File: src/rtl/prpc_pkg.sv
// Shared types, constants and command structs for the wheel speed controller.
package prpc_pkg;

  localparam int unsigned RateW  = 16;
  localparam int unsigned ErrW   = 17;
  localparam int unsigned IntW   = 32;
  localparam int unsigned GainW  = 16;
  localparam int unsigned LimW   = 15;
  localparam int unsigned DivCnt = 17;

  localparam logic [2:0] REG_KP   = 3'd0;
  localparam logic [2:0] REG_KI   = 3'd1;
  localparam logic [2:0] REG_KD   = 3'd2;
  localparam logic [2:0] REG_ILIM = 3'd3;
  localparam logic [2:0] REG_MINS = 3'd4;
  localparam logic [2:0] REG_MAXS = 3'd5;
  localparam logic [2:0] REG_PWMX = 3'd6;

  typedef enum logic [3:0] {
    ST_IDLE, ST_ERR, ST_DIV, ST_DSIGN, ST_IMUL1, ST_IMUL2, ST_ICLAMP,
    ST_PMUL, ST_DMUL, ST_SUM, ST_LEVEL, ST_OUT
  } ctl_state_t;

  typedef struct packed {
    logic load;
    logic err;
    logic div_start;
    logic div_step;
    logic dsign;
    logic imul1;
    logic imul2;
    logic iclamp;
    logic pmul;
    logic dmul;
    logic sum;
    logic level;
  } dp_cmd_t;

  typedef struct packed {
    logic div_done;
  } dp_stat_t;

endpackage

File: src/rtl/prpc_dp.sv
// Datapath: error, divider, multiply steps, integral and PWM level.
module prpc_dp import prpc_pkg::*; (
  input  logic                    clk,
  input  logic                    rst,
  input  dp_cmd_t                 cmd,
  output dp_stat_t                stat,
  input  logic signed [RateW-1:0] rate_ref,
  input  logic signed [RateW-1:0] rate_est,
  input  logic [15:0]             elapsed_ms,
  input  logic [GainW-1:0]        kp_gain,
  input  logic [GainW-1:0]        ki_gain,
  input  logic [GainW-1:0]        kd_gain,
  input  logic [LimW-1:0]         integral_limit,
  input  logic signed [15:0]      min_step,
  input  logic [14:0]             max_step,
  input  logic [15:0]             pwm_max,
  output logic signed [15:0]      pwm_step,
  output logic [15:0]             pwm_level
);

  logic signed [RateW-1:0] ref_q, est_q;
  logic [15:0]             dt;
  logic signed [ErrW-1:0]  err, last_error;
  logic signed [IntW-1:0]  integral_sum;
  logic [15:0]             duty_level;
  logic [17:0]             rem, quo;
  logic [17:0]             dnum;
  logic                    dneg;
  logic [4:0]              dcnt;
  logic signed [18:0]      de;
  logic signed [33:0]      prod;
  logic signed [33:0]      pterm;
  logic signed [51:0]      iacc;
  logic signed [53:0]      total;
  logic signed [37:0]      trunc_q;
  logic signed [17:0]      step;

  logic [16:0]        abs_ref, abs_est;
  logic signed [18:0] diff;
  logic [18:0]        rem_try;
  logic signed [51:0] ilim, inew;
  logic signed [53:0] tmag;
  logic signed [37:0] trunc;
  logic signed [17:0] lvl;

  assign abs_ref = ref_q[RateW-1] ? 17'(-$signed({ref_q[RateW-1], ref_q}))
                                  : {1'b0, ref_q};
  assign abs_est = est_q[RateW-1] ? 17'(-$signed({est_q[RateW-1], est_q}))
                                  : {1'b0, est_q};
  assign diff    = 19'($signed({1'b0, abs_ref}) - $signed({1'b0, abs_est}))
                 - 19'(last_error);
  assign rem_try = {rem, dnum[17]} - {3'b0, dt};
  assign ilim    = $signed({21'b0, integral_limit, 16'b0});
  assign tmag    = total[53] ? -total : total;
  assign trunc   = total[53] ? -$signed({1'b0, tmag[52:16]}) : $signed({1'b0, tmag[52:16]});

  always_comb begin
    inew = iacc;
    if (ref_q == '0) inew = '0;
    if (inew > ilim) inew = ilim;
    else if (inew < -ilim) inew = -ilim;
  end

  always_comb begin
    if (trunc_q < 38'(min_step))                    step = 18'(min_step);
    else if (trunc_q > $signed({23'b0, max_step}))  step = $signed({3'b0, max_step});
    else                                            step = 18'(trunc_q);
    lvl = $signed({2'b0, duty_level}) + step;
  end

  always_ff @(posedge clk) begin
    if (rst) begin
      last_error <= '0; integral_sum <= '0; duty_level <= '0; dcnt <= '0;
    end else begin
      if (cmd.load) begin
        ref_q <= rate_ref; est_q <= rate_est; dt <= elapsed_ms;
      end
      if (cmd.err) begin
        err <= 17'($signed({1'b0, abs_ref}) - $signed({1'b0, abs_est}));
      end
      if (cmd.div_start) begin
        dneg <= diff[18];
        dnum <= diff[18] ? 18'(-diff) : 18'(diff);
        rem <= '0; quo <= '0; dcnt <= 5'(DivCnt + 1);
      end
      if (cmd.div_step && dcnt != '0) begin
        // restoring division, one quotient bit per cycle
        if (!rem_try[18]) begin rem <= rem_try[17:0]; quo <= {quo[16:0], 1'b1}; end
        else begin rem <= {rem[16:0], dnum[17]}; quo <= {quo[16:0], 1'b0}; end
        dnum <= {dnum[16:0], 1'b0};
        dcnt <= dcnt - 5'd1;
      end
      if (cmd.dsign) begin
        if (dt == '0) de <= '0;
        else de <= dneg ? -$signed({1'b0, quo}) : $signed({1'b0, quo});
        last_error <= err;
      end
      if (cmd.imul1) prod <= 34'(err * $signed({1'b0, dt}));
      if (cmd.imul2) iacc <= 52'(integral_sum) + 52'(prod) * $signed({1'b0, ki_gain});
      if (cmd.iclamp) begin
        integral_sum <= 32'(inew);
        prod <= 34'(err * $signed({1'b0, kp_gain}));
      end
      if (cmd.pmul) begin
        pterm <= prod;
        prod <= 34'(de * $signed({1'b0, kd_gain}));
      end
      if (cmd.dmul) total <= 54'(pterm) + 54'(prod) + 54'(integral_sum);
      // hold the truncated sum so the clamps start from a register
      if (cmd.sum) trunc_q <= trunc;
      if (cmd.level) begin
        pwm_step <= 16'(step);
        if (lvl < 0) duty_level <= '0;
        else if (lvl > $signed({2'b0, pwm_max})) duty_level <= pwm_max;
        else duty_level <= 16'(lvl);
      end
    end
  end

  assign stat.div_done = (dcnt == '0);
  assign pwm_level = duty_level;

endmodule

File: config.mk
export PLATFORM = sky130hd
export DESIGN_NAME = prpc_dp
export DESIGN_NICKNAME = d
export VERILOG_FILES = /design/src/rtl/prpc_pkg.sv /design/src/rtl/prpc_dp.sv
export SDC_FILE = /design/constraint.sdc
export NUM_CORES = 2
export LEC_CHECK = 0
export BUFFER_PORTS_ARGS = -buffer_cell sky130_fd_sc_hd__buf_2
export CORE_AREA = 10 10 454 456
export CTS_CLUSTER_DIAMETER = 120
export CTS_CLUSTER_SIZE = 12
export DETAILED_ROUTE_END_ITERATION = 16
export DIE_AREA = 0 0 464 466
export PLACE_DENSITY_LB_ADDON = 0.15
export SLEW_MARGIN = 20
export SYNTH_ARGS = -nofsm -noshare
export SYNTH_HDL_FRONTEND = slang
export SYNTH_SLANG_ARGS = --single-unit
File: constraint.sdc
create_clock -name clk -period 9.8 [get_ports clk]
set_clock_uncertainty 0.05 [all_clocks]
set_input_delay 1.47 -clock clk [delete_from_list [all_inputs] [get_ports clk]]
set_output_delay 1.47 -clock clk [all_outputs]
set_load 0.02 [all_outputs]
After elaboration in Yosys (flattened, before gate mapping)
Cells that the tools add are included.
Widths: inputs -> output; s select.
{ "totals": {"inputBits": 172, "ff_bits": 419, "elab_cells": 94, "romBits": 0, "latchBits": 0, "ramBits": 0, "mem_count": 0, "output_inout_bits": 33} }
{ "classes": {"magnitude_cmp": 6, "eq_ne": 0, "shifts": 0, "n_mul": 4, "n_mux": 25, "div": 0, "add_sub_neg": 16, "n_reduce_logical": 19, "n_bitwise": 2} }
{ "ops": {"columns": ["op", "n"], "rows": [
  ["$mux 18", 10],
  ["$mux 34", 3],
  ["$mul 17x17->34", 2],
  ["$mux 32", 2],
  ["$mux 53", 1],
  ["$neg 36->53", 1],
  ["$add 32x51->52", 1],
  ["$gt 52x32->1", 1],
  ["$lt 52x52->1", 1],
  ["$mux 52", 1],
  ["$neg 31->52", 1],
  ["$mul 34x17->51", 1],
  ["$gt 38x16->1", 1],
  ["$lt 38x16->1", 1],
  ["$neg 37->38", 1],
  ["$mux 37", 1],
  ["$add 35x32->36", 1],
  ["$add 34x34->35", 1],
  ["$mul 19x17->34", 1],
  ["$mux 17", 2],
  ["$neg 16->17", 2],
  ["$logic_not 16->1", 2],
  ["$mux 16", 2],
  ["$reduce_and 2->1", 11],
  ["other kinds (19)", 21]
]} }

Depth between registers and ports, before layout
{ "depth": {"ltp_word": 8, "mapped_depth": 35, "ltp_nobuf": 31} }

Worst setup path before layout
Ideal clock, no wire load.
{ "synth_path": {"kind": "input -> register", "start": "input kd_gain[7]", "end": "register prod[33] (data pin)", "t_required_ns": 9.570, "setup_time_ns": 0.180, "arrival_time_ns": 7.640, "path_buffers": 2, "path_slack_ns": 1.930, "stages": 25, "path_cell_list": "clkbuf_1 -> clkbuf_1 -> nand2_1 -> fa_1 -> inv_1 -> fa_1 -> inv_1 -> fa_1 -> inv_1 -> fa_1 -> inv_1 -> fa_1 -> inv_1 -> fa_1 -> ha_1 -> a21o_1 -> a21o_1 -> a211o_1 -> a221oi_1 -> o41ai_1 -> a21oi_1 -> a21oi_1 -> a311oi_1 -> xnor2_1 -> a221oi_1"} }
{ "synth_via": {"elab_chain_len": 2} }
{ "synth_lines": {"columns": ["item", "line", "text"], "rows": [
  ["start: declaration", "prpc_dp.sv:12", "input logic [GainW-1:0] kd_gain,"],
  ["$mul 19x17->34", "prpc_dp.sv:106", "prod <= 34'(de * $signed({1'b0, kd_gain}));"],
  ["$mux 34", "prpc_dp.sv:104", "if (cmd.pmul) begin"],
  ["end signal: assignment", "prpc_dp.sv:98", "if (cmd.imul1) prod <= 34'(err * $signed({1'b0, dt}));"],
  ["end signal: assignment", "prpc_dp.sv:102", "prod <= 34'(err * $signed({1'b0, kp_gain}));"],
  ["end signal: assignment", "prpc_dp.sv:106", null],
  ["end: declaration", "prpc_dp.sv:31", "logic signed [33:0] prod;"]
]} }
No other way between the ends.
A chain may end at the register's enable or synchronous reset.

Worst setup path in the final report
{ "layout_path": {"start": "input ki_gain[4]", "end": "register iacc[49] (data pin)"} }
{ "layout_via": {"elab_chain_len": 2} }
{ "layout_lines": {"columns": ["item", "line", "text"], "rows": [
  ["start: declaration", "prpc_dp.sv:11", "input logic [GainW-1:0] ki_gain,"],
  ["$mul 34x17->51", "prpc_dp.sv:99", "if (cmd.imul2) iacc <= 52'(integral_sum) + 52'(prod) * $signed({1'b0, ki_gain});"],
  ["$add 32x51->52", "prpc_dp.sv:99", null],
  ["end signal: assignment", "prpc_dp.sv:99", null],
  ["end: declaration", "prpc_dp.sv:33", "logic signed [51:0] iacc;"]
]} }
No other way between the ends.

==> impl_summary.log <==
[metrics] outcome: completed
[metrics] synthesized area per cell: 9.30 sq um
[metrics] Area Growth Syn to Fin: 6.83%
[metrics] Unique masters post-synth: 90
[metrics] total of warnings raised by yosys: 0
[metrics] Root Buffer: clkbuf_16
[metrics] number of clock sinks seen by CTS: 419
[metrics] Row Count: 163
[metrics] Max Root-Sink Buffers: 3
[metrics] FFs w/ async S/R, synth: 0
[metrics] leading cell types in the layout, fill and taps excluded: 1,762 x inv_1, 1,447 x fa_1, 1,019 x nand2_1, 633 x and2_1, 612 x ha_1
[metrics] vias per cell: 5.14
[metrics] Total Negative Setup Slacks: 0 ps
[metrics] sum of net half-perimeters after detailed placement: 182,000 um
[metrics] ratio of cells with drive above 1 in the final layout: 0.0515
[metrics] number of buffer cells added on primary ports: 204
[metrics] Multi-input gate area: 58,500 sq um
[metrics] fin crit period: 8560 ps
[metrics] hold depth: 2
[metrics] Final period util: 0.873
[metrics] die extent in x: 464 um
[metrics] DR vias: 57.0k
[metrics] Max Fclk: 117 MHz
[metrics] routability-driven placement congestion ratio: 0.879
[metrics] count of flip-flops with a built-in enable after synthesis: 349
[metrics] utilization after layout: 0.425
[metrics] count of final hold-check violations: 0
[metrics] Core Footprint: 197,000 sq um
[metrics] I/O pins: 205
[metrics] drc violations: 0
[metrics] Startpoint Class: input pin
[metrics] required arrival time at the worst endpoint: 10,210 ps
[metrics] routed wire length: 222,000 um
[metrics] setup repair after global routing missed its margin: no
[metrics] worst reg2reg path endpoint: iacc[49]$_DFFE_PP_
[metrics] TritonCTS clock tree: built
[metrics] post-route antenna net violation count: 0
[metrics] number of clock buffers inserted by TritonCTS: 44
[metrics] count of routing violations after the opening detailed-route iteration: 3,309
[metrics] Skew-Pair Late Insertion Delay: 660 ps
[metrics] R2R Path Start: prod[20]$_DFFE_PP_
[metrics] net count reported at finish: 10.7k
[metrics] first-pass GRT wire length: 354,000 um
[metrics] slowest cell delay on critical path: 680 ps
[metrics] die outline area: 216,000 sq um
[metrics] leading cell type in the layout, fill and taps excluded: inv_1
[metrics] height of the die: 466 um
[metrics] clock transition time at the flip-flop clock pins of the worst setup and hold paths: 70 ps
[metrics] post-layout instance count excluding filler cells: 11.1k
[metrics] final number of max-transition violations: 0
[metrics] cells resized by post-CTS repair: 0
[metrics] sequential-to-total area share from yosys stat: 0.152
[metrics] kind of capture point of the worst setup path: flop
[metrics] cell count after placement: 11.0k
[metrics] setup slack of the most critical reg-to-reg path: 1630 ps
[metrics] Layout fillers: 19.5k
[metrics] total of hold buffers inserted after clock tree synthesis: 0
[metrics] Mapped Nets: 10.6k
[metrics] Worst Path Arrival: 8970 ps
[metrics] worst-path cell chain: buf_2, nand2_1, fa_1, inv_1, fa_1, inv_1, fa_1, fa_1, fa_1, inv_1, fa_1, ha_1, a211oi_1, o21ai_0, a221oi_1, nand3_1, a31oi_1, nor3b_1, o32ai_1, o21ai_0, o311ai_0
[metrics] critical path start-end classification: input pin to flop
[metrics] maximum fanout count along the critical path: 34
[metrics] cell seen most often among critical-path stages: fa_1
[metrics] post-CTS setup-driven buffer insertion count: 0
[metrics] flip-flop cell with the highest count after synthesis: edfxtp_1
[metrics] cell class contributing the biggest share of worst-path delay: adder cells
[metrics] Worst Hold Endpoint: last_error[16]$_SDFFE_PP0P_
[metrics] total standard cell area after synthesis: 78,200 sq um
[metrics] area of all sequential standard cells: 11,900 sq um
[metrics] per-cell routed wire length: 20.0 um
[metrics] min-delay src: last_error[16]$_SDFFE_PP0P_
[metrics] initial core utilization: 0.398
[metrics] total congestion overflow: 0
[metrics] via count of the first global-routing pass: 61.7k
[metrics] cell count after synthesis: 8,410
[metrics] number of antenna violations at the first check in global routing: 17
[metrics] total global routing track utilization: 0.206
[metrics] worst slew pin tran: 1180 ps
[metrics] maximum number of pins on one net before global-route repair: 69
[metrics] number of H-tree levels: 2
[metrics] logic depth of the worst register-to-register path: 20
[metrics] number of buffers and inverters on the critical path: 4
[metrics] max capacitance violation total: 0
[metrics] type of the tightest min-delay check: flop to flop
[metrics] synthesized flop and latch total: 419
[metrics] slowest stage cell on the critical path: buf_2
[metrics] Pre-antenna DRT Iters: 5
[metrics] worst slew margin relative to its limit: 0.215
[metrics] total setup violations reported at the end of the flow: 0
tightest hold or removal path: cells and delay by family (launching register included):
kind	cells	cell delay (ps)
flip-flops	1	330
AND/OR/NAND/NOR	1	70
multiplexers	1	60
layer usage:
metal / vias up / global-route usage / wire [um]
met4: 8 / 0.0551 / 6520
met2: 1299 / 0.362 / 109000
li1: 26300 / - / -
met3: 281 / 0.0218 / 9380
met5: - / 0 / 41
met1: 29100 / 0.269 / 96200
sequential cells by signal, indices dropped and copies added (netlist names), 17 cells and up:
signal and cells:
integral_sum 32, trunc_q 38, de 19, dnum 18, iacc 52, prod 34, err 17, total 36
pterm 34, quo 18, last_error 17, rem 18
how the worst max path moves through the flow:
stage                    start            endpoint  slack (ps)  cells after the start
global route        ki_gain[4]  iacc[49]$_DFFE_PP_         950                     21
floorplan           kd_gain[7]  prod[33]$_DFFE_PP_        1930                     25
global placement    ki_gain[3]  iacc[49]$_DFFE_PP_         800                     23
detailed placement  ki_gain[4]  iacc[49]$_DFFE_PP_         540                     21
finish              ki_gain[4]  iacc[49]$_DFFE_PP_        1240                     21
CTS                 ki_gain[4]  iacc[49]$_DFFE_PP_        1250                     21
logic make-up (layout without fill, tap and decap cells):
group,count (synthesis),count (layout),share of synthesized area
fa+ha+maj,2059,2059,0.468
flops,419,419,0.152
mux,40,40,0.00517
compound gates,999,999,0.0853
simple gates,2484,2484,0.155
other cells,2,7,0.0000960
xor+xnor,295,295,0.0330
buf+inv,2112,2156,0.102
cells in the mapped netlist, drive strengths merged, types with 42 or more instances:
cell	count	area, sq um
nor3	95	480
nand2	1019	3820
nor2b	45	282
nor2	316	1190
dfxtp	70	1400
edfxtp	349	10500
fa	1447	29000
o21ai	161	817
clkbuf	320	1200
xor2	116	1020
nand4	42	263
inv	1762	6610
a211oi	47	358
a21oi	264	1320
nand3	100	500
ha	612	7660
o21a	53	398
xnor2	179	1570
nand2b	49	307
a21o	141	1060
and2	634	3970
cell type report:
type,count,area share
clock inverter,9,0.00148
sequential,419,0.142
multi-input combinational,5879,0.700
tap,2640,0.0395
inverter,1763,0.0792
clock buffer,66,0.0147
timing repair buffer,318,0.0230
antenna,5,0.000150
through the flow:
step | hold slack, ps | cell area (sq um) | setup WS (ps)
2_1_floorplan | 410 | 78200 | 1930
3_3_place_gp | 426 | 82200 | 799
3_5_place_dp | 435 | 82200 | 539
4_1_cts | 453 | 83500 | 1250
5_1_grt | 479 | 83600 | 949
6_report | 446 | 83600 | 1240
Power is left out: the tool's default activity adds up to more than one toggle a clock period on the data nets, which glitch-free logic cannot reach.
