File: src/rtl/prpc_pkg.sv
// Shared types, constants and command structs for the wheel speed controller.
package prpc_pkg;

  localparam int unsigned RateW  = 16;
  localparam int unsigned ErrW   = 17;
  localparam int unsigned IntW   = 32;
  localparam int unsigned GainW  = 16;
  localparam int unsigned LimW   = 15;
  localparam int unsigned DivCnt = 17;

  localparam logic [2:0] REG_KP   = 3'd0;
  localparam logic [2:0] REG_KI   = 3'd1;
  localparam logic [2:0] REG_KD   = 3'd2;
  localparam logic [2:0] REG_ILIM = 3'd3;
  localparam logic [2:0] REG_MINS = 3'd4;
  localparam logic [2:0] REG_MAXS = 3'd5;
  localparam logic [2:0] REG_PWMX = 3'd6;

  typedef enum logic [3:0] {
    ST_IDLE, ST_ERR, ST_DIV, ST_DSIGN, ST_IMUL1, ST_IMUL2, ST_ICLAMP,
    ST_PMUL, ST_DMUL, ST_SUM, ST_LEVEL, ST_OUT
  } ctl_state_t;

  typedef struct packed {
    logic load;
    logic err;
    logic div_start;
    logic div_step;
    logic dsign;
    logic imul1;
    logic imul2;
    logic iclamp;
    logic pmul;
    logic dmul;
    logic sum;
    logic level;
  } dp_cmd_t;

  typedef struct packed {
    logic div_done;
  } dp_stat_t;

endpackage

File: src/rtl/prpc_ctrl.sv
// Sequencer for one control step.
module prpc_ctrl import prpc_pkg::*; (
  input  logic     clk,
  input  logic     rst,
  input  logic     in_fire,
  input  logic     out_free,
  input  dp_stat_t stat,
  output dp_cmd_t  cmd,
  output logic     busy,
  output logic     res_push
);

  ctl_state_t state, state_next;

  always_ff @(posedge clk) begin
    if (rst) state <= ST_IDLE;
    else     state <= state_next;
  end

  always_comb begin
    state_next = state;
    unique case (state)
      ST_IDLE:   if (in_fire) state_next = ST_ERR;
      ST_ERR:    state_next = ST_DIV;
      ST_DIV:    if (stat.div_done) state_next = ST_DSIGN;
      ST_DSIGN:  state_next = ST_IMUL1;
      ST_IMUL1:  state_next = ST_IMUL2;
      ST_IMUL2:  state_next = ST_ICLAMP;
      ST_ICLAMP: state_next = ST_PMUL;
      ST_PMUL:   state_next = ST_DMUL;
      ST_DMUL:   state_next = ST_SUM;
      ST_SUM:    state_next = ST_LEVEL;
      ST_LEVEL:  state_next = ST_OUT;
      ST_OUT:    if (out_free) state_next = ST_IDLE;
      default:   state_next = ST_IDLE;
    endcase
  end

  always_comb begin
    cmd = '0;
    res_push = 1'b0;
    unique case (state)
      ST_IDLE:   cmd.load = in_fire;
      ST_ERR:    begin cmd.err = 1'b1; cmd.div_start = 1'b1; end
      ST_DIV:    cmd.div_step = 1'b1;
      ST_DSIGN:  cmd.dsign = 1'b1;
      ST_IMUL1:  cmd.imul1 = 1'b1;
      ST_IMUL2:  cmd.imul2 = 1'b1;
      ST_ICLAMP: cmd.iclamp = 1'b1;
      ST_PMUL:   cmd.pmul = 1'b1;
      ST_DMUL:   cmd.dmul = 1'b1;
      ST_SUM:    cmd.sum = 1'b1;
      ST_LEVEL:  cmd.level = 1'b1;
      ST_OUT:    res_push = out_free;
      default:   ;
    endcase
  end

  assign busy = (state != ST_IDLE);

endmodule

File: config.mk
export PLATFORM = sky130hd
export DESIGN_NAME = prpc_ctrl
export DESIGN_NICKNAME = d
export VERILOG_FILES = /design/src/rtl/prpc_pkg.sv /design/src/rtl/prpc_ctrl.sv
export SDC_FILE = /design/constraint.sdc
export NUM_CORES = 1
export LEC_CHECK = 0
export ABC_AREA = 1
export BUFFER_PORTS_ARGS = -buffer_cell sky130_fd_sc_hd__buf_4
export CAP_MARGIN = 20
export CORE_AREA = 2 2 39 41
export CTS_CLUSTER_DIAMETER = 80
export CTS_CLUSTER_SIZE = 40
export DETAILED_ROUTE_END_ITERATION = 7
export DIE_AREA = 0 0 41 43
export GPL_TIMING_DRIVEN = 0
export PLACE_DENSITY_LB_ADDON = 0.1
export SYNTH_ARGS = -nofsm -noshare
export SYNTH_HDL_FRONTEND = slang
export SYNTH_SLANG_ARGS = --single-unit
File: constraint.sdc
create_clock -name clk -period 1 [get_ports clk]
set_input_delay 0.15 -clock clk [delete_from_list [all_inputs] [get_ports clk]]
set_output_delay 0.15 -clock clk [all_outputs]
set_load 0.05 [all_outputs]
Word level (Yosys, flattened, before mapping)
Index checks and enable logic that the tools add are counted.
- equal/unequal tests: 14
- mux-type cells: 16
- reductions and logical operators: 3
- operators by type and width (cell ; count):
    $pmux 4 s12 ; 1
    $eq 4x3->1 const B ; 4
    $eq 4x4->1 const B ; 4
    $mux 4 ; 3
    $mux 1 ; 11
    $eq 4x2->1 const B ; 2
    $ne 2x2->1 const B ; 3
    $eq 4x1->1 const B ; 1
    $logic_not 4->1 ; 1
    $reduce_bool 4->1 ; 1
    $reduce_and 3->1 ; 1
    $mux 2 ; 1
- register bits after elaboration: 4
- output and inout port bits: 14
- logic and storage cells: 34

Depth between registers and ports, before layout
Gate-level depths: netlist of run 1.
- depth after elaboration: 3
- gate-level depth with buffers: 6
- gate-level depth less buffers: 6

Least setup slack after synthesis of run 1
OpenSTA, ideal clock, no wires.
- path type: register to output
- from: reg state[3]
- to: out cmd[2] (netlist bit)
- data arrival time: 1690 ps
- data required time: 850 ps
- slack: -840 ps
- cell stages (with the launch flop): 5
- cell sequence: dfxtp_1 inv_2 nor2_2 inv_1 nor3_1
- RTL lines (element ; RTL line ; RTL):
    from (decl) ; prpc_ctrl.sv:13 ; ctl_state_t state, state_next;
    from (signal assigned) ; prpc_ctrl.sv:17 ; else state <= state_next;
    to (decl) ; prpc_ctrl.sv:8 ; output dp_cmd_t cmd,

==> results list, run 1 <==
* Result of the run: finished, violations left
* Failing checks: setup timing
- Measured along the x axis, the die boundary spans 41 microns.
* Multiplexer share of the synthesized area: 0%
- Total cell area at the placement stage: 616 sq um
- Largest registers: state (4)
* Crit Path Class: register to output port
* RSZ-0062 raised after global routing: yes
- Fraction of the mapped netlist area in simple logic gates: 51.6%
* Clk root buf: sky130_fd_sc_hd__clkbuf_4
- Setup violations remaining at the end of the flow were counted as 17.
* Post-route core utilization: 58.3%
- H-tree depth: 1
- Dividing the detail-routed via count by the number of cells gives 4.44.
- Number of global-route vias before repair: 434
* Yosys reg bits: 4
- The synthesized netlist devotes 8.53% of its cell area to compound gates.
* Net count after synthesis: 59
* Synthesis Warnings: 0
* Number of optimization iterations in the first detailed-route pass: 2
* Number of buffers on the longest clock path: 2
* Wire length per cell: 10.1 microns
- The share of the Yosys chip area taken by registers is 24.8%.
* Fraction of layout instances using a drive strength above 1: 78.0%
* Worst flop-to-flop path endpoint: state[1]
- Combinational share of power: 68.5%
* Overflow left after global routing: 0
- Buffers placed on the I/O ports in this run total 18.
* Pint: 0.000819 W
- For the worst setup path, the data required time is 0.85 ns.
- Pins over their slew limit: 0
- Worst Path Max Fanout: 4
* Top cells by area, synth: sky130_fd_sc_hd__dfxtp_1 25%, sky130_fd_sc_hd__nor2_1 17%, sky130_fd_sc_hd__nand3_2 9.3%, sky130_fd_sc_hd__inv_1 9.3%, sky130_fd_sc_hd__nor2_2 7.8%
- Count of routing violations after the opening detailed-route iteration: 3
* Switching portion of total power: 52.3%
- Number of cells on the worst hold path: 2
- Synthesis-to-finish area growth: 150%
- Post-layout min period: 1.31 ns
* Arithmetic-cell share of the synthesized area counting full adders, half adders and majority gates: 0%
* Netlist Area Pre-Place: 323 sq um
- Crit path DAT: 1.16 ns
- Count of cell types in the netlist: 14
- Counting every instance in the synthesized netlist gives 54.
- For the pin with the worst max-slew slack, the measured transition is 0.168 ns.
* Worst hold path startpoint: rst
- CTS hold repair buffers: 0
* Starting utilization of the core area: 23.3%
- In this design, the stage delay of the slowest critical-path cell is 0.36 ns.
* Die Outline Area: 1760 sq um
- The signal on the critical path passes through nor2_4 > buf_6 > nand2_4 > nor2_4 > buf_8.
- The register with the most flip-flops in the layout has 4 of them.
* Switching power of the nets: 0.000896 W
* Final clock period utilization by the worst path: 131%
* Register with the highest flop count: state
- Share of total power in sequential cells: 18.7%
* Overall die height: 43 microns
* DRC violation count after routing: 0
- Cell area after layout: 807 sq um
- Kind of start point of the critical path: register
- The first global-routing pass estimated 1.66 mm of wire.
- For the worst-skew pair, the clock arrives at the later sink with an insertion delay of 0.24 ns.
* Post-synth top area share: 24.8%
- Setup TNS: -3.98 ns
* Synthesized-area fraction occupied by xor and xnor cells: 0%
* Cts bufs inserted: 3
- Pin count of the biggest net entering global routing: 7
- Total leakage power: 0.349 nW
* Average instance area after synthesis: 5.98 sq um
- Worst Setup End Kind: output port
- The worst register-to-register path begins at state[2].
- GR Util All Layers: 14.0%
* Total via count after detailed routing: 435
* Max IR drop VDD: 0.840 mV
- Post-CTS clock slew at the launch and capture registers of the worst setup and hold paths: 0.05 ns
- For the worst flop-to-flop path, the logic depth is 8.
* Maxcap violations: 0
- Initial antenna violation count: 0
* Std-Cell Core Area: 1380 sq um
* GP Congestion: 0.687
- The path class of the tightest hold or removal check is input pin to register.
- Least setup slack across all paths after layout: -0.312 ns
- For hold timing, the worst endpoint is state[3].
- Final layout net count: 88
- Worst-path cell with the longest stage delay: sky130_fd_sc_hd__dfxtp_4
- Final wirelength: 992 microns
* Slew headroom: 88.8%
* Library cell appearing most often on the critical path: sky130_fd_sc_hd__nor2_4
- The floorplan has 14 rows.
- HPWL after DPL: 754 microns
* Largest clock skew in the final design: 0.0123 ns
- The biggest area contributor in the post-synthesis netlist is sky130_fd_sc_hd__dfxtp_1.
- TritonCTS clock tree: yes
- The count of nets left with antenna violations once routing finished came out at 0.
- Counting every sink on the clock net gives 4.
- Largest family of logic cells by synthesized area: simple AND/OR/NAND/NOR gates
* Final hold vios: 0
- Power density relative to cell area: 2130 nW/um^2
- The repair_antennas step left the layout with diodes totalling 0.
- Relative contribution of the clock network to total power: 12.8%
- Derived from the worst setup path, the maximum achievable clock frequency is 762 MHz.
- Pin placement for this block handled 19 I/O pins.
- Reg-to-reg setup timing slack: -0.22 ns
-- what timing repair did --
| action | CTS | global route |
|---|---|---|
| gates cloned | 0 | 0 |
| resized for setup | 22 | 11 |
| setup endpoints to repair | 17 | 18 |
| setup buffers | 6 | 0 |
| pin swaps | 7 | 1 |
-- power by group through the flow --
stage,registers (W),clock network (W),logic [W]
6_report,0.000321,0.000220,0.00117
5_1_grt,0.000330,0.000239,0.00125
4_1_cts,0.000310,0.000228,0.00114
3_5_place_dp,0.000312,0,0.000961
3_3_place_gp,0.000313,0,0.000957
2_1_floorplan,0.000298,0,0.000762
-- cell usage in the layout (no fill, tap or decap) --
cell type,Yosys,layout
sky130_fd_sc_hd__buf_6,0,11
sky130_fd_sc_hd__a21oi_2,0,2
sky130_fd_sc_hd__clkbuf_4,0,3
sky130_fd_sc_hd__inv_1,8,4
sky130_fd_sc_hd__buf_8,0,5
sky130_fd_sc_hd__nor2_1,15,6
sky130_fd_sc_hd__nor2_4,0,11
sky130_fd_sc_hd__nand2_4,0,5
sky130_fd_sc_hd__buf_4,1,9
sky130_fd_sc_hd__nand3_4,0,1
sky130_fd_sc_hd__nand3_2,3,3
sky130_fd_sc_hd__a21oi_1,4,2
sky130_fd_sc_hd__inv_4,0,4
sky130_fd_sc_hd__dfxtp_4,0,4
sky130_fd_sc_hd__clkinv_1,1,1
sky130_fd_sc_hd__inv_2,2,1
sky130_fd_sc_hd__clkbuf_1,0,1
sky130_fd_sc_hd__a22oi_1,1,1
sky130_fd_sc_hd__nand2_1,3,1
sky130_fd_sc_hd__clkinvlp_4,0,1
sky130_fd_sc_hd__nand3_1,3,2
sky130_fd_sc_hd__nor3_4,0,2
sky130_fd_sc_hd__nor2_2,4,2
-- layer usage --
metal  up-vias  wire, microns  track usage [%]
met5         -              0                0
met4         0              0             6.00
met3         0             62             5.24
met2        14            509             20.9
met1       198            420             17.0
li1        223              -                -
-- cell usage after synthesis --
cell                       number
sky130_fd_sc_hd__nor2_1        15
sky130_fd_sc_hd__inv_1          8
sky130_fd_sc_hd__a21oi_1        4
sky130_fd_sc_hd__dfxtp_1        4
sky130_fd_sc_hd__nor2_2         4
sky130_fd_sc_hd__nand2_1        3
sky130_fd_sc_hd__nand2_2        3
sky130_fd_sc_hd__nand3_1        3
sky130_fd_sc_hd__nand3_2        3
sky130_fd_sc_hd__inv_2          2
sky130_fd_sc_hd__nor3_1         2
sky130_fd_sc_hd__a22oi_1        1
sky130_fd_sc_hd__buf_4          1
sky130_fd_sc_hd__clkinv_1       1
-- metrics by stage --
stage | instances | hold slack (ns) | setup slack (ns) | total power [W]
after global placement | 88 | 0.318 | -0.192 | 0.00127
after CTS | 98 | 0.0684 | -0.307 | 0.00168
final | 98 | 0.0704 | -0.312 | 0.00171
after floorplan | 54 | 0.209 | -0.284 | 0.00106
after global routing | 98 | 0.0742 | -0.368 | 0.00182
after detailed placement | 88 | 0.322 | -0.196 | 0.00127
-- cell type report --
class / count / area, sq um
multi-input combinational: 38 / 344
buffer: 1 / 11.3
inverter: 11 / 55.1
timing repair buffer: 24 / 255
tap: 16 / 20.0
fill: 132 / 577
sequential: 4 / 95.1
clock buffer: 4 / 26.3
-- logic make-up after synthesis --
logic type	Yosys count
simple gates	33
buf+inv	12
compound gates	5
flops	4
-- worst max-delay path by stage --
stage / cells past startpoint / end / start
2_1_floorplan: 4 / cmd[10] / state[2]
3_3_place_gp: 5 / cmd[10] / state[2]
3_5_place_dp: 5 / cmd[10] / state[2]
4_1_cts: 5 / cmd[11] / state[3]
5_1_grt: 5 / res_push / state[3]
6_report: 5 / cmd[11] / state[3]
-- critical path, delay by kind of cell (launching register included) --
| family | cells | cell delay, ns |
|---|---|---|
| buffers and inverters | 2 | 0.27 |
| AND/OR/NAND/NOR | 3 | 0.30 |
| flip-flops | 1 | 0.36 |
Power figures use the tool's default switching activity.
==> inputs of run 2 (changes only) <==
--- a/config.mk
+++ b/config.mk
@@ -5,7 +5,6 @@
 export SDC_FILE = /design/constraint.sdc
 export NUM_CORES = 1
 export LEC_CHECK = 0
-export ABC_AREA = 1
 export BUFFER_PORTS_ARGS = -buffer_cell sky130_fd_sc_hd__buf_4
 export CAP_MARGIN = 20
 export CORE_AREA = 2 2 39 41
@@ -15,6 +14,7 @@
 export DIE_AREA = 0 0 41 43
 export GPL_TIMING_DRIVEN = 0
 export PLACE_DENSITY_LB_ADDON = 0.1
+export RECOVER_POWER = 25
 export SYNTH_ARGS = -nofsm -noshare
 export SYNTH_HDL_FRONTEND = slang
 export SYNTH_SLANG_ARGS = --single-unit
==> run 2 against run 1 <==
  * The flow still finishes with violations (setup timing)
  * First-iteration DRC count rose to 4.3 times the previous value
  * Critical path type unchanged
  * Register-to-register slack lost 0.19 ns
  * Clock power decreased by 7%
  * Design area grew 19%
  * Largest cell class is now buffers
  * Combinational power up 46%
  * Critical endpoint unchanged
  * Worst hold slack improved by 0.00078 ns
  * Worst setup slack lost 0.24 ns
  * Highest routed layer is now met4
  * Synthesized cell count decreased by 11%
  * Power rose by 28%
  * Utilization grew 11 points
==> results list, run 2 <==
* Worst-path cell with the longest stage delay: sky130_fd_sc_hd__or4_4
- Required @ worst endpoint: 0.85 ns (about the same)
- Number of global-route vias before repair: 473 (+9.0%)
* Post-layout min period: 1.55 ns (+0.241 ns)
- The startpoint identified for the worst hold timing path is rst.
* Count of antenna-violating nets left after detailed routing: 0 (unchanged)
* Cell area after layout: 963 sq um (+19%)
- The flip-flop count of the largest register after layout came to 4 (unchanged).
- Max IR drop VDD: 1.47 mV (+74%)
- The detail-routed net length per standard cell was 15.4 microns (+52%).
* Total via count after detailed routing: 516 (+19%)
- Final layout net count: 92 (+4.5%)
- Actual transition at the worst max-transition pin: 0.436 ns (+0.269 ns)
* Post-synth top area share: 23.6% (-1.2 points)
- The largest driver fanout on the critical path is 5 (+1).
* Post-CTS clock slew at the launch and capture registers of the worst setup and hold paths: 0.04 ns (about the same)
- The min-delay analysis places its worst path in the category input pin to register.
* Slew headroom: 70.6% (-18 points)
- The net count of the mapped netlist was 53 (-10%).
* Total leakage power: 0.382 nW (+9.6%)
- The area growth from synthesis to layout is 184%.
- Setup repair after global routing could not meet its margin everywhere.
* GP Congestion: 0.750 (+9.1%)
- The smallest setup slack after layout was -0.554 ns (-0.241 ns).
- The final non-filler cell total came to 101 (+3.1%).
- By startpoint and endpoint, the worst setup path is classified as register to output port.
- Endpoint of the worst hold-timing path: state[2]
- The flow ran to the end, but the final reports show violations.
- The xor/xnor share of the synthesized area is 2.58% (+2.6 points).
- Overall die height: 43 microns (unchanged)
* Pre-CTS setup slack: -0.452 ns (-0.256 ns)
- The number of clock sinks seen by CTS was 4 (unchanged).
* Pins over their slew limit: 0 (unchanged)
- Most frequent cell after synthesis: sky130_fd_sc_hd__nor2_1
* Number of buffers on the longest clock path: 2 (unchanged)
- Clk root buf: sky130_fd_sc_hd__clkbuf_4
* HPWL after DPL: 714 microns (-5.3%)
- The fraction of the mapped netlist area in adder cells came to 0% (unchanged).
- The wire length after detailed routing came to 1.55 mm (+56%).
- Yosys reg bits: 4 (unchanged)
- Multiplexer share of the synthesized area: 0% (unchanged)
- Largest delay contributor family on the critical path: simple AND/OR/NAND/NOR gates
- Highest-count cells in the layout ignoring fill and taps: 16 x sky130_fd_sc_hd__buf_6, 15 x sky130_fd_sc_hd__buf_4, 7 x sky130_fd_sc_hd__buf_8
- By area, the combinational part of the netlist is dominated by simple AND/OR/NAND/NOR gates.
- The total power density per cell area is 2280 nW/um^2 (+7.3%).
- Number of optimization iterations in the first detailed-route pass: 4 (+2)
- The data arrival time of the critical path was 1.40 ns (+0.24 ns).
* Failing checks: setup timing
- Synth cell count leaders: 8 x sky130_fd_sc_hd__nor2_1, 7 x sky130_fd_sc_hd__nor3_1, 4 x sky130_fd_sc_hd__dfxtp_1, 4 x sky130_fd_sc_hd__inv_1, 4 x sky130_fd_sc_hd__nand2b_1
* Netlist Area Pre-Place: 339 sq um (+5.0%)
- Initial antenna violation count: 0 (unchanged)
- Total cell area at the placement stage: 631 sq um (+2.4%)
* Synthesized-area fraction occupied by ao, oa, aoi and oai cells: 17.3% (+8.8 points)
* Most common library cell in the layout ignoring fill and taps: sky130_fd_sc_hd__buf_6
* Share of the yosys chip area belonging to registers: 23.6% (-1.2 points)
* Number of enable flip-flop cells after synthesis: 0 (unchanged)
* Count of cell types in the netlist: 23 (+9)
- GR Util All Layers: 17.9% (+3.9 points)
- The basic-gate share of the synthesized area counting and, or, nand and nor cells came to 42.4% (-9.1 points).
- The H-tree depth is 1 (unchanged).
* Std-Cell Core Area: 1380 sq um (unchanged)
- TritonCTS clock tree: yes
- Top cells by area, synth: sky130_fd_sc_hd__dfxtp_1 24%, sky130_fd_sc_hd__nor3_1 10%, sky130_fd_sc_hd__nor2_1 8.9%, sky130_fd_sc_hd__nand2b_1 7.4%, sky130_fd_sc_hd__o21bai_4 5.5%
- # fillers: 93 (-30%)
- The slack of the worst reg-to-reg path is -0.41 ns (-0.19 ns).
- Fraction of layout instances using a drive strength above 1: 82.4% (+4.3 points)
- The total chip power was 0.00220 W (+28%).
- Worst path bufs/invs: 1 (-1)
* Largest clock skew in the final design: 0.00352 ns (-0.00874 ns)
* Register with the highest flop count: state
- Critical path's largest stage delay: 0.56 ns (+0.20 ns)
* Synthesis Warnings: 0 (unchanged)
- Number of cells on the worst hold path: 2 (unchanged)
* Worst reg2reg path depth: 4 (-4)
- Cts bufs inserted: 3 (unchanged)
- Number of placement rows: 14 (unchanged)
- Source-to-sink clock delay at the later pin of the worst-skew pair: 0.24 ns (about the same)
- The count of endpoints failing hold in the final timing report is 0 (unchanged).
* Dominant register cell in the synthesized netlist: sky130_fd_sc_hd__dfxtp_1
- The synthesized design spends more area on one cell type than any other, namely sky130_fd_sc_hd__dfxtp_1.
* I/O Buffers: 18 (unchanged)
- The total placed cells including tap cells was 82 (-6.8%).
- The starting utilization of the core area was 24.5% (+1.2 points).
- Overflow left after global routing: 0 (unchanged)
- Pin count of the biggest net entering global routing: 8 (+1)
* Die Span X: 41 microns (unchanged)
- Final clock period utilization by the worst path: 155% (+24 points)
- The worst register-to-register path ends at state[0].
* Maxcap violations: 0 (unchanged)
- Kind of start point of the critical path: register
- Startpoint of the worst register-to-register path: state[3]
- The global-route wire length before repair was 2.16 mm (+30%).
- Post-Syn Instances: 48 (-11%)
- The number of hold buffers added after cts came to 0 (unchanged).
- DRC violation count after routing: 0 (unchanged)
- The final-report setup violation count is 18 (+1).
- Largest registers: state (4)
* Count of routing violations after the opening detailed-route iteration: 13 (+10)
* Highest achievable clock rate: 644 MHz (-16%)
- The diode insertion count for antenna repair was 0 (unchanged).
- Worst Setup End Kind: output port
- Vias per cell: 5.11 (+15%)
- Average instance area after synthesis: 7.06 sq um (+18%)
- Number of primary I/O pins: 19 (unchanged)
- Walking the worst path, the cells encountered are or4_4 > nor2_4 > buf_8.
* Fraction of synthesis flops using an asynchronous set or reset pin: 0% (unchanged)
- Die Outline Area: 1760 sq um (unchanged)
run 2: layer usage:
| metal | vias to the layer above | share of wire, % | global-route usage, % |
|---|---|---|---|
| li1 | 241 | - | - |
| met1 | 241 | 35 | 22.5 |
| met2 | 28 | 57 | 27.5 |
| met3 | 6 | 6.1 | 2.62 |
| met4 | 0 | 1.5 | 10.0 |
| met5 | - | 0 | 0 |
run 2: timing repair:
| item | in CTS | in global routing |
|---|---|---|
| cloned | 0 | 0 |
| gates resized for setup | 30 | 23 |
| endpoints found under the hold margin | 0 | 0 |
| buffers inserted | 12 | 8 |
| pin swaps | 6 | 11 |
| setup endpoints to repair | 17 | 18 |
run 2: power by group:
group	leakage [nW]	internal (W)	switching [W]
clock	0.0138	0.000134	0.0000695
combinational	0.333	0.000784	0.000922
sequential	0.0356	0.000219	0.0000681
total	0.382	0.00114	0.00106
run 2: kinds of logic (layout without fill, tap and decap cells):
logic type,Yosys count,in the layout
AND/OR/NAND/NOR,27,27
buffers and inverters,9,46
AO/OA/AOI/OAI,7,7
flip-flops,4,4
XOR/XNOR,1,1
run 2: metrics by stage:
stage	TNS [ns]	util, %	hold slack [ns]
floorplan	-4.90	-	0.227
global placement	-4.03	45.6	0.329
detailed placement	-3.98	45.6	0.331
CTS	-7.32	62.7	0.0824
global route	-7.92	69.6	0.0648
finish	-7.10	69.6	0.0712
run 2: how the worst max path moves through the flow:
stage	from	end	slack [ns]	cells past startpoint
2_1_floorplan	state[2]	cmd[11]	-0.53	3
3_3_place_gp	state[2]	cmd[3]	-0.45	5
3_5_place_dp	state[2]	cmd[3]	-0.45	5
4_1_cts	state[1]	cmd[11]	-0.62	4
5_1_grt	state[3]	cmd[11]	-0.59	3
6_report	state[3]	cmd[11]	-0.55	3
run 2: final cells by class:
type / count / area [sq um] / share of cell area, %
timing repair buffer: 38 / 407 / 42.2
multi-input combinational: 35 / 382 / 39.6
sequential: 4 / 95.1 / 9.87
inverter: 4 / 26.3 / 2.73
clock buffer: 3 / 22.5 / 2.34
tap: 16 / 20.0 / 2.08
buffer: 1 / 11.3 / 1.17
